## config.mk

```make
export PLATFORM = sky130hd
export DESIGN_NAME = ssk_seed_gather
export DESIGN_NICKNAME = d
export VERILOG_FILES = /design/src/ssk_pkg.sv /design/src/ssk_seed_gather.sv
export SDC_FILE = /design/constraint.sdc
export NUM_CORES = 1
export LEC_CHECK = 0
export ABC_AREA = 0
export BUFFER_PORTS_ARGS = -buffer_cell sky130_fd_sc_hd__buf_2
export CORE_MARGIN = 10
export CORE_UTILIZATION = 45
export DETAILED_ROUTE_END_ITERATION = 10
export HOLD_SLACK_MARGIN = 0.03
export PLACE_DENSITY = 0.73
export SYNTH_ARGS = -nofsm -noshare
export SYNTH_HDL_FRONTEND = slang
export SYNTH_SLANG_ARGS = --single-unit
```

## constraint.sdc

```tcl
create_clock -name clk_i -period 5.3 [get_ports clk_i]
set_input_delay 0 -clock clk_i [delete_from_list [all_inputs] [get_ports clk_i]]
set_output_delay 0 -clock clk_i [all_outputs]
set_load 0.02 [all_outputs]
```

## src/ssk_pkg.sv

```systemverilog
`timescale 1ns / 1ps
// ----------------------------------------------------------------------------
// ssk_pkg
// Shared types and constants for the spaced-seed k-mer filter.
// ----------------------------------------------------------------------------
package ssk_pkg;

  localparam int KMER_W         = 64;
  localparam int KMER_BASES     = 32;
  localparam int MASK_W         = 32;
  localparam int NUM_MASK_REGS  = 6;
  localparam int THR_W          = 3;
  localparam int SEL_W          = 3;
  localparam int HIT_W          = 3;
  localparam int HIT_MAX        = 7;
  localparam int CFG_ADDR_W     = 3;
  localparam int CFG_DATA_W     = 32;

  // gather unit: four base positions per cycle
  localparam int BASES_PER_STEP = 4;
  localparam int GATHER_STEPS   = KMER_BASES / BASES_PER_STEP;
  localparam int STEP_W         = $clog2(GATHER_STEPS);

  // bit tables are stored as rows of 64 bits
  localparam int ROW_W          = 64;
  localparam int BIT_AW         = $clog2(ROW_W);

  localparam int SEED_WEIGHT_DEF = 10;
  localparam int NUM_SEEDS_DEF   = 6;

  typedef enum logic [CFG_ADDR_W-1:0] {
    REG_MASK_0    = 3'd0,
    REG_MASK_1    = 3'd1,
    REG_MASK_2    = 3'd2,
    REG_MASK_3    = 3'd3,
    REG_MASK_4    = 3'd4,
    REG_MASK_5    = 3'd5,
    REG_THRESHOLD = 3'd6
  } reg_idx_e;

  typedef enum logic {
    CMD_INSERT = 1'b0,
    CMD_QUERY  = 1'b1
  } cmd_e;

  typedef struct packed {
    cmd_e              command;
    logic [KMER_W-1:0] kmer;
    logic [SEL_W-1:0]  table_select;
  } kmer_item_t;

  typedef struct packed {
    logic [HIT_W-1:0] hit_count;
    logic             present;
  } hit_result_t;

endpackage

```

## src/ssk_seed_gather.sv

```systemverilog
`timescale 1ns / 1ps
// ----------------------------------------------------------------------------
// ssk_seed_gather
// Compacts the masked 2-bit symbols of a k-mer into one table index per
// seed, scanning four base positions per cycle, lowest base first.
// ----------------------------------------------------------------------------
module ssk_seed_gather import ssk_pkg::*; #(
  parameter int SEED_WEIGHT = SEED_WEIGHT_DEF,
  parameter int NUM_SEEDS   = NUM_SEEDS_DEF,
  localparam int IDX_W      = 2 * SEED_WEIGHT
) (
  input  logic                                 clk_i,
  input  logic                                 rst_ni,
  input  logic                                 go_i,
  input  logic [KMER_W-1:0]                    kmer_i,
  input  logic [NUM_SEEDS-1:0][MASK_W-1:0]     masks_i,
  output logic                                 done_o,
  output logic [NUM_SEEDS-1:0][IDX_W-1:0]      idx_o
);

  localparam int SLOT_W = $clog2(SEED_WEIGHT + 1);

  logic                               run_q;
  logic                               done_q;
  logic [STEP_W-1:0]                  step_q;
  logic [KMER_W-1:0]                  kmer_q;
  logic [NUM_SEEDS-1:0][IDX_W-1:0]    idx_q;
  logic [NUM_SEEDS-1:0][IDX_W-1:0]    idx_d;
  logic [NUM_SEEDS-1:0][SLOT_W-1:0]   slot_q;
  logic [NUM_SEEDS-1:0][SLOT_W-1:0]   slot_d;

  always_comb begin
    logic [STEP_W+1:0] pos;
    logic [1:0]        sym;
    idx_d  = idx_q;
    slot_d = slot_q;
    for (int s = 0; s < NUM_SEEDS; s++) begin
      for (int j = 0; j < BASES_PER_STEP; j++) begin
        pos = {step_q, 2'(j)};
        sym = kmer_q[{pos, 1'b0} +: 2];
        if (masks_i[s][pos] && (slot_d[s] < SLOT_W'(SEED_WEIGHT))) begin
          idx_d[s]  = idx_d[s] | (IDX_W'(sym) << {slot_d[s], 1'b0});
          slot_d[s] = slot_d[s] + SLOT_W'(1);
        end
      end
    end
  end

  always_ff @(posedge clk_i or negedge rst_ni) begin
    if (!rst_ni) begin
      run_q  <= 1'b0;
      done_q <= 1'b0;
      step_q <= '0;
    end else begin
      done_q <= run_q && (step_q == STEP_W'(GATHER_STEPS - 1));
      if (go_i) begin
        run_q  <= 1'b1;
        step_q <= '0;
      end else if (run_q) begin
        step_q <= step_q + STEP_W'(1);
        if (step_q == STEP_W'(GATHER_STEPS - 1)) begin
          run_q <= 1'b0;
        end
      end
    end
  end

  always_ff @(posedge clk_i) begin
    if (go_i) begin
      kmer_q <= kmer_i;
      idx_q  <= '0;
      slot_q <= '0;
    end else if (run_q) begin
      idx_q  <= idx_d;
      slot_q <= slot_d;
    end
  end

  assign done_o = done_q;
  assign idx_o  = idx_q;

endmodule

```

# After elaboration in Yosys (flattened, before gate mapping)
# Cells that the tools add are included.
dict set report totals {
  ff_bits 213
  inputBits 259
  elab_cells 249
}
dict set report op_classes {
  add_sub_neg 25
  magnitude_cmp 28
  n_eq_ne 1
  n_shift 28
  mux 101
  bitwise 24
  n_reduce_logical 26
}
# operator n
set op_table {}
lappend op_table {{2-to-1 mux 20 bit} 24}
lappend op_table {{bitwise OR 20 bit} 24}
lappend op_table {{left shift 2 x 5 -> 20 bit} 24}
lappend op_table {{indexed part select 64 x 7 -> 2 bit} 4}
lappend op_table {{adder 4 x 1 -> 4 bit (second input constant)} 24}
lappend op_table {{less-than comparator 4 bit (second input constant)} 24}
lappend op_table {{2-to-1 mux 4 bit} 24}
lappend op_table {{binary-select mux 1 bit (select 3 bit)} 24}
lappend op_table {{2-to-1 mux 1 bit} 27}
lappend op_table {{logical AND 1 bit} 25}
lappend op_table {{less-than comparator 5 x 6 -> 1 bit (second input constant)} 4}
lappend op_table {{2-to-1 mux 3 bit} 2}
lappend op_table {{adder 3 x 1 -> 3 bit (second input constant)} 1}
lappend op_table {{equality test 3 bit (second input constant)} 1}
lappend op_table {{nonzero test 2 bit} 1}

# Depth between registers and ports, before layout
# Gate-level depths: netlist of the first run.
dict set report depth {
  depth_word 13
  depth_mapped 19
  ltp_nobuf 15
}

# Least setup slack after synthesis of the first run
# OpenSTA, ideal clock, no wires.
dict set report synth_path {
  path_kind {register -> register}
  from {reg step_q[0]}
  to {reg idx_q, in the netlist idx_o[16]}
  t_arrival_ns 3.982
  t_required_ns 5.214
  slack_ns 1.233
  stages_incl_launch_ff 17
  path_buffers 4
  period_less_slack_ns 4.067
  cell_sequence {dfrtp_1 -> buf_6 -> buf_12 -> buf_12 -> buf_6 -> mux4_2 -> mux2i_2 -> nor3_2 -> xnor2_1 -> ha_1 -> nand2_1 -> a211o_1 -> a211oi_1 -> nor4_4 -> nor4_1 -> nand3_1 -> a211oi_1}
}
dict set report synth_via {
  elab_chain_cells 13
  elab_cells_between_ends 36
  classes_between {add/sub (2); order compare (3); shift (8); mux (15); bitwise (4); reduce/logical (4)}
}
# element line_no
set synth_rtl {}
lappend synth_rtl {{start, declared} ssk_seed_gather.sv:25} ;# logic [STEP_W-1:0] step_q;
lappend synth_rtl {{start signal, assigned} ssk_seed_gather.sv:60} ;# step_q <= step_q + STEP_W'(1);
lappend synth_rtl {{binary-select mux 1 bit (select 3 bit)} ssk_seed_gather.sv:41} ;# if (masks_i[s][pos] && (slot_d[s] < SLOT_W'(SEED_WEIGHT))) begin
lappend synth_rtl {{2-to-1 mux 1 bit (not written as such)} ssk_seed_gather.sv:41}
lappend synth_rtl {{logical AND 1 bit} ssk_seed_gather.sv:41}
lappend synth_rtl {{2-to-1 mux 4 bit} ssk_seed_gather.sv:41}
lappend synth_rtl {{less-than comparator 4 bit} ssk_seed_gather.sv:41}
lappend synth_rtl {{logical AND 1 bit} ssk_seed_gather.sv:41}
lappend synth_rtl {{2-to-1 mux 4 bit} ssk_seed_gather.sv:41}
lappend synth_rtl {{less-than comparator 4 bit} ssk_seed_gather.sv:41}
lappend synth_rtl {{logical AND 1 bit} ssk_seed_gather.sv:41}
lappend synth_rtl {{2-to-1 mux 4 bit} ssk_seed_gather.sv:41}
lappend synth_rtl {{less-than comparator 4 bit / left shift 2 x 5 -> 20 bit (equally long branches)} {ssk_seed_gather.sv:41, ssk_seed_gather.sv:42}}
lappend synth_rtl {{logical AND 1 bit / bitwise OR 20 bit (equally long branches)} {ssk_seed_gather.sv:41, ssk_seed_gather.sv:42}}
lappend synth_rtl {{2-to-1 mux 20 bit *} ssk_seed_gather.sv:41}
lappend synth_rtl {{end signal, assigned} ssk_seed_gather.sv:74} ;# idx_q <= idx_d;
lappend synth_rtl {{end, declared} ssk_seed_gather.sv:27} ;# logic [NUM_SEEDS-1:0][IDX_W-1:0] idx_q;
# Every way passes the cells marked *; elsewhere a longest branch is shown, timed or not. The select of a mux whose other input is x is not followed.
# A chain may end at the register's enable or synchronous reset.

# Worst setup path in the final report of the first run
dict set report layout_path {
  from {reg step_q[0]}
  to {reg idx_q, in the netlist idx_o[45]}
}
# The elaborated chain is that of the path after synthesis.

==> run summary, run 1 <==
• Core Footprint: 37,600 um^2
• worst setup path category: reg2reg
• Fmax achieved: 0.195 GHz
• via count of the first global-routing pass: 19,600
• total net switching power: 6760 uW
• number of instances in the synthesized netlist: 2,024
• master cell of the clock root buffer: sky130_fd_sc_hd__clkbuf_16
• Iter 0 DRT Violations: 2,693
• actual transition at the worst max-transition pin: 1210 ps
• Area contributors post-synth: sky130_fd_sc_hd__dfxtp_1, sky130_fd_sc_hd__edfxtp_1, sky130_fd_sc_hd__mux4_2
• pre-CTS setup slack: 299 ps
• Synth Cell Area: 17,100 um^2
• share of total power consumed by net switching: 51.9%
• number of maximum-capacitance violations: 0
• Reg-to-Reg Start: step_q[0]
• top flip-flop cell by instance count after synthesis: sky130_fd_sc_hd__dfxtp_1
• largest family of logic cells by synthesized area: compound AO/OA/AOI/OAI gates
• P_leak: 0.00841 uW
• final cell count without fillers: 2,954
• compound-gate portion of the synthesized area: 26.6%
• Pint: 6270 uW
• average vias per placed instance: 6.82
• clock transition time at the flip-flop clock pins of the worst setup and hold paths: 70 ps
• clock share of power: 17.1%
• XOR/XNOR share of the synthesized area: 2.31%
• maximum number of buffers from clock root to sink: 3
• post-detailed-routing wire length: 80.2 mm
• Synth Register Bits: 213
• Post-Route Skew: 15.6 ps
• Total Routing Usage GR: 32.7%
• post-synthesis adder-cell area fraction: 1.14%
• leading post-synthesis cells by instance count: sky130_fd_sc_hd__nor2_1, sky130_fd_sc_hd__dfxtp_1, sky130_fd_sc_hd__nand2_1
• overall die width: 215 um
• capturing instance or port of the critical path: idx_o[45]
• Critical R2R Capture: idx_o[45]
• Finish-stage setup viols: 0
• crit end category: register
• number of placement rows: 71
• number of flops mapped to enable cells by yosys: 64
• CP Data Arrival Time: 5610 ps
• Die Span Y: 215 um
• count of yosys warnings during synthesis: 0
• share of the synthesized area in the top cell type: 16.8%
• CTS Sinks: 213
• average wire per cell in the routed design: 27.1 um
• portion of the post-synthesis area used by sequential elements: 28.8%
• total length of routed met2 wires: 35.4 mm
• Area growth syn-to-layout: 24.1%
• Die ar.: 46,200 um^2
• part of the total power dissipated in combinational logic: 62.4%
• global-route wire length before repair: 121 mm
• pins over their slew limit: 0
• multiplexer fraction of the synthesized cell area: 11.5%
• origin of the worst setup path: step_q[0]
• Final min period: 5130 ps
• Detail Placement HPWL: 58.8 mm
• total instance count after detailed placement: 2,835
• Final TNS setup: 0 ps
• proportion of layout cells with a drive suffix above 1: 25.5%
• Hold WC Path Type: in2reg
• critical path launch point type: register
• normalized max-slew margin: 18.4%
• number of filler instances in the final layout: 3,406
• Port-buffer cells: 379
• total of cells resized after clock tree synthesis: 0
• sum of overflow across all layers after global routing: 0
• antenna violations before repair: 2
• endpoints failing hold: 0
• setup slack on the worst flop-to-flop path: 170 ps
• H-Tree Level Count: 1
• Final GP Congestion: 0.995
• total DRC errors in the routed layout: 0
• number of iterations in the first detailed-routing pass: 6
• Final Total Pwr: 13,000 uW
• cell type with the largest total area after synthesis: sky130_fd_sc_hd__dfxtp_1
• cts bufs inserted: 27
• total power density per cell area: 613 nW/um^2
• clock network latency to the later pin of the worst-skew pair: 580 ps
• sequential share of power: 20.5%
• unrepaired setup endpoints after global routing: false
• launch instance of the worst min-delay path: kmer_i[41]
• library cells used by synthesis: 111
• largest fanout on the critical path: 24
• simple-gate area share of the yosys netlist: 25.3%
• fin crit share: 96.9%
• per-instance average area after synthesis: 8.46 um^2
• maximum vdd ir drop: 0.285 mV
• asr flop ratio synth: 2.35%
• pin count of the biggest net entering global routing: 77
• Util after Layout: 56.5%
• most numerous cell in the Yosys netlist: sky130_fd_sc_hd__nor2_1
• worst-case setup margin in the final layout: 166 ps
• cell count of the worst reg-to-reg path: 15
• net count reported at finish: 2,693
• net count of the mapped netlist: 2,297
• CTS tree: done
• detailed-routing wirelength on met1: 31.9 mm
• Required @ worst endpoint: 5780 ps
• DR vias: 20,200
• Max Used Layer: met4
• run status: finished clean
• I/O pin total: 380
• routed length on met3: 9.37 mm
• remaining number of nets flagged by the antenna check after routing: 0
• initial core utilization: 45.5%
==> metrics by stage <==
stage / hold WS, ps / cell area, um^2
finish: 138 / 21200
CTS: 110 / 21200
global route: 130 / 21200
detailed placement: -155 / 19500
global placement: -159 / 19500
floorplan: -296 / 17100
==> layout by cell type, fill, tap and decap left out, drive strengths merged, types with 64 or more instances in the layout <==
master       Yosys  routed
nor3            96      96
dfxtp          144     144
a221oi          70      70
a21oi           81      81
a211oi          84      84
dlygate4sd3      0      67
nand3          111     111
buf             34     438
nor2           293     293
nand2          130     130
edfxtp          64      64
==> critical path, stage by stage (launching register included) <==
cell and delay (ps):
sky130_fd_sc_hd__dfrtp_4 730, sky130_fd_sc_hd__buf_4 390, sky130_fd_sc_hd__mux2i_1 450, sky130_fd_sc_hd__a22o_1 250
sky130_fd_sc_hd__nor2_1 70, sky130_fd_sc_hd__a211oi_2 520, sky130_fd_sc_hd__a21oi_1 150, sky130_fd_sc_hd__buf_4 190
sky130_fd_sc_hd__or2_2 330, sky130_fd_sc_hd__inv_1 140, sky130_fd_sc_hd__ha_1 300, sky130_fd_sc_hd__nand2_1 130
sky130_fd_sc_hd__or3_1 350, sky130_fd_sc_hd__a21oi_1 580, sky130_fd_sc_hd__o211ai_1 150, sky130_fd_sc_hd__a311oi_1 270
==> power groups by stage <==
stage | logic [uW] | clock network [uW] | registers, uW
CTS | 7840 | 2240 | 2640
finish | 8130 | 2230 | 2670
global route | 8650 | 2310 | 2720
floorplan | 5140 | 0 | 2790
global placement | 7770 | 0 | 2660
detailed placement | 7770 | 0 | 2670
==> logic make-up (layout without fill, tap and decap cells) <==
family,count (synthesis),count (layout)
AO/OA/AOI/OAI,586,586
XOR/XNOR,41,41
adder cells (fa/ha/maj),16,16
buffers and inverters,172,589
flip-flops,213,213
multiplexers,127,127
other,0,2
AND/OR/NAND/NOR,869,869
==> per-layer routing <==
layer / GRT usage (%) / vias to the layer above
li1: - / 8858
met4: 14.0 / 0
met1: 42.8 / 9650
met2: 50.2 / 1410
met5: 0 / -
met3: 8.53 / 236
==> final cells by class <==
cell class                      instances  area [um^2]  area share, %
Antenna cell                            2         5.00         0.0236
Clock buffer                           30          697           3.28
Clock inverter                         20          349           1.64
Inverter                               34          128          0.601
Multi-Input combinational cell       1639        11500           54.0
Sequential cell                       213         4940           23.2
Tap cell                              511          639           3.01
Timing Repair Buffer                  505         3020           14.2
==> flip-flops by register name, summed over array words and instances (netlist names) <==
| name | cells |
|---|---|
| done_o | 1 |
| slot_q | 24 |
| run_q | 1 |
| step_q | 3 |
| idx_o | 120 |
| kmer_q | 64 |
==> worst min-delay path by stage <==
stage | endpoint | slack [ps] | cells after the start
after CTS | kmer_q[33] | 110 | 2
after global routing | kmer_q[41] | 130 | 2
after detailed placement | done_o | -160 | 1
final | kmer_q[41] | 140 | 2
after floorplan | done_o | -300 | 0
after global placement | done_o | -160 | 1
==> what timing repair did <==
item	in CTS	in global routing
hold endpoints to repair	125	0
setup endpoints to repair	0	0
setup buffers	0	0
hold buffers	67	0
(Power assumes the default switching activity.)
==> run 2: changes to the inputs <==
CELL_PAD_IN_SITES_DETAIL_PLACEMENT = 0   (was unset)
CELL_PAD_IN_SITES_GLOBAL_PLACEMENT = 1   (was unset)
CORE_UTILIZATION = 41   (was 45)
CTS_BUF_LIST = sky130_fd_sc_hd__clkbuf_16   (was unset)
PLACE_DENSITY = 0.86   (was 0.73)
==> run 2 against run 1 <==
  * Fmax increased by 2.4%
  * Total power decreased by 1.8%
  * Via count decreased by 1.0%
  * Setup slack improved by 120 ps
  * Wire length increased by 2.0%
  * Clock power decreased by 16%
  * Count of clock-buffer cells in the layout decreased by 3
  * Sequential power decreased by 1%
==> run summary, run 2 (same netlist as run 1, synthesis figures left out) <==
• run status: finished clean
• remaining number of nets flagged by the antenna check after routing: 0, unchanged
• P_leak: 0.00843 uW, +0.33%
• total area of multi-input combinational cells: 11,500 um^2, about the same
• fin crit share: 94.6%, -2.3 points
• Hold WC Path Type: in2reg
• master cell of the clock root buffer: sky130_fd_sc_hd__clkbuf_16
• antenna violations before repair: 0, -2
• leading cell type in the layout, fill and taps excluded: sky130_fd_sc_hd__buf_2
• sequential cell area: 4940 um^2, +0.10%
• clock network latency to the later pin of the worst-skew pair: 580 ps, about the same
• average wire per cell in the routed design: 27.3 um, +0.73%
• largest fanout on the critical path: 15, -38%
• Finish-stage setup viols: 0, unchanged
• CP Data Arrival Time: 5490 ps, -120 ps
• maximum vdd ir drop: 0.316 mV, +11%
• number of placement rows: 74, +4.2%
• Core Footprint: 41,000 um^2, +9.2%
• Post-Place Cell Area: 19,700 um^2, +0.79%
• Port-buffer cells: 379, unchanged
• launch instance of the worst min-delay path: kmer_i[40]
• unrepaired setup endpoints after global routing: false
• Area growth syn-to-layout: 24.1%, about the same
• Worst path slowest cell: sky130_fd_sc_hd__xnor2_1
• flip-flop count of the largest register after layout: 120, unchanged
• Detail Placement HPWL: 60.7 mm, +3.2%
• kind of cell with the highest combined delay on the critical path: simple AND/OR/NAND/NOR gates
• total power density per cell area: 603 nW/um^2, -1.7%
• Final GP Congestion: 0.990, -0.44%
• Reg-to-Reg Start: step_q[2]
• actual transition at the worst max-transition pin: 1360 ps, +146 ps
• number of filler instances in the final layout: 3,896, +14%
• sum of overflow across all layers after global routing: 0, unchanged
• post-CTS repair timing setup buffer count: 0, unchanged
• initial core utilization: 41.7%, -3.8 points
• net count reported at finish: 2,710, +0.63%
• I/O pin total: 380, unchanged
• proportion of layout cells with a drive suffix above 1: 25.8%, +0.36 points
• H-Tree Level Count: 1, unchanged
• CTS Sinks: 213, unchanged
• Total Routing Usage GR: 30.9%, -1.8 points
• Final min period: 5010 ps, -120 ps
• Fmax achieved: 0.199 GHz, +2.4%
• endpoints failing hold: 0, unchanged
• normalized max-slew margin: 8.66%, -9.8 points
• setup slack on the worst flop-to-flop path: 290 ps, +120 ps
• Final Total Pwr: 12,800 uW, -1.8%
• clock transition time at the flip-flop clock pins of the worst setup and hold paths: 60 ps, about the same
• overall die width: 224 um, +4.3%
• CTS tree: done
• via count of the first global-routing pass: 19,800, +0.82%
• number of buffer and inverter instances along the worst setup path: 0, -3
• end of the worst hold path: kmer_q[40]
• pins over their slew limit: 0, unchanged
• design area: 21,200 um^2, about the same
• DR vias: 20,000, -1.0%
• cell count of the worst reg-to-reg path: 13, -2
• critical path launch point type: register
• average vias per placed instance: 6.67, -2.2%
• Die Span Y: 224 um, +4.3%
• worst setup path category: reg2reg
• Post-Route Skew: 21.1 ps, +5.48 ps
• number of maximum-capacitance violations: 0, unchanged
• Worst Hold Depth: 2, unchanged
• sequence of cells on the critical path: and2_1, a22o_1, or4_1, nand2_1, nand3_1, a21oi_1, ha_1, nand2_1, xnor2_1, o32ai_1, xnor2_1, a311oi_1, a22o_1
• Iter 0 DRT Violations: 2,139, -21%
• Util after Layout: 51.8%, -4.8 points
• post-detailed-routing wire length: 81.7 mm, +2.0%
• Die ar.: 50,300 um^2, +8.8%
• cts bufs inserted: 27, unchanged
• pin count of the biggest net entering global routing: 83, +7.8%
• maximum number of buffers from clock root to sink: 3, unchanged
• Final TNS setup: 0 ps, unchanged
• largest stage delay on the critical path: 1080 ps, +350 ps
• Required @ worst endpoint: 5780 ps, about the same
• global-route wire length before repair: 122 mm, +1.2%
• Critical R2R Capture: slot_q[13]
• commonest non-fill, non-tap cells in the layout: sky130_fd_sc_hd__buf_2, sky130_fd_sc_hd__nor2_1, sky130_fd_sc_hd__dfxtp_1, sky130_fd_sc_hd__nand2_1, sky130_fd_sc_hd__nand3_1
• number of iterations in the first detailed-routing pass: 6, unchanged
• total DRC errors in the routed layout: 0, unchanged
• crit end category: register
## run 2: worst register-to-register path, delay by kind of cell, from the launching register on
| kind | cells | cell delay [ps] |
|---|---|---|
| simple gates | 5 | 1450 |
| compound gates | 5 | 1400 |
| xor+xnor | 2 | 1240 |
| flops | 1 | 590 |
| fa+ha+maj | 1 | 250 |
## run 2: how the worst max path moves through the flow
stage,cells after the start,slack [ps],from,endpoint
final,13,290,step_q[2],slot_q[13]
after global routing,13,70,step_q[2],slot_q[13]
after CTS,13,330,step_q[2],idx_o[67]
after detailed placement,13,320,step_q[2],idx_o[67]
after global placement,13,440,step_q[2],idx_o[67]
after floorplan,16,1230,step_q[0],idx_o[16]
## run 2: report_power, final
group | switching [uW] | leakage, uW | internal (uW)
combinational | 5510 | 0.00612 | 2780
sequential | 500 | 0.00186 | 2130
clock | 799 | 0.000448 | 1070
## run 2: layout make-up
type	count	share of cell area, %
Antenna cell	1	0.0118
Multi-Input combinational cell	1639	54.1
Sequential cell	213	23.3
Timing Repair Buffer	522	14.8
Inverter	34	0.601
Clock inverter	22	0.919
Clock buffer	27	3.18
Tap cell	532	3.14
## run 2: metrics by stage
step	instances	setup slack (ps)	hold slack (ps)
3_3_place_gp	2873	444	-147
4_1_cts	2989	329	97.2
2_1_floorplan	2024	1230	-296
5_1_grt	2989	74.9	123
6_report	2990	287	116
3_5_place_dp	2873	324	-142
## run 2: per-layer routing
layer,global-route usage (%),routed length [um],up-vias
met3,7.31,7840,230
met4,14.2,3860,0
met5,0,0,-
li1,-,-,8876
met2,52.5,39200,1185
met1,36.5,30900,9659
## run 2: what timing repair did
item                       CTS  global route
hold buffers                67             0
setup endpoints to repair    0             5
hold endpoints to repair   116             0
resized for setup            0             1
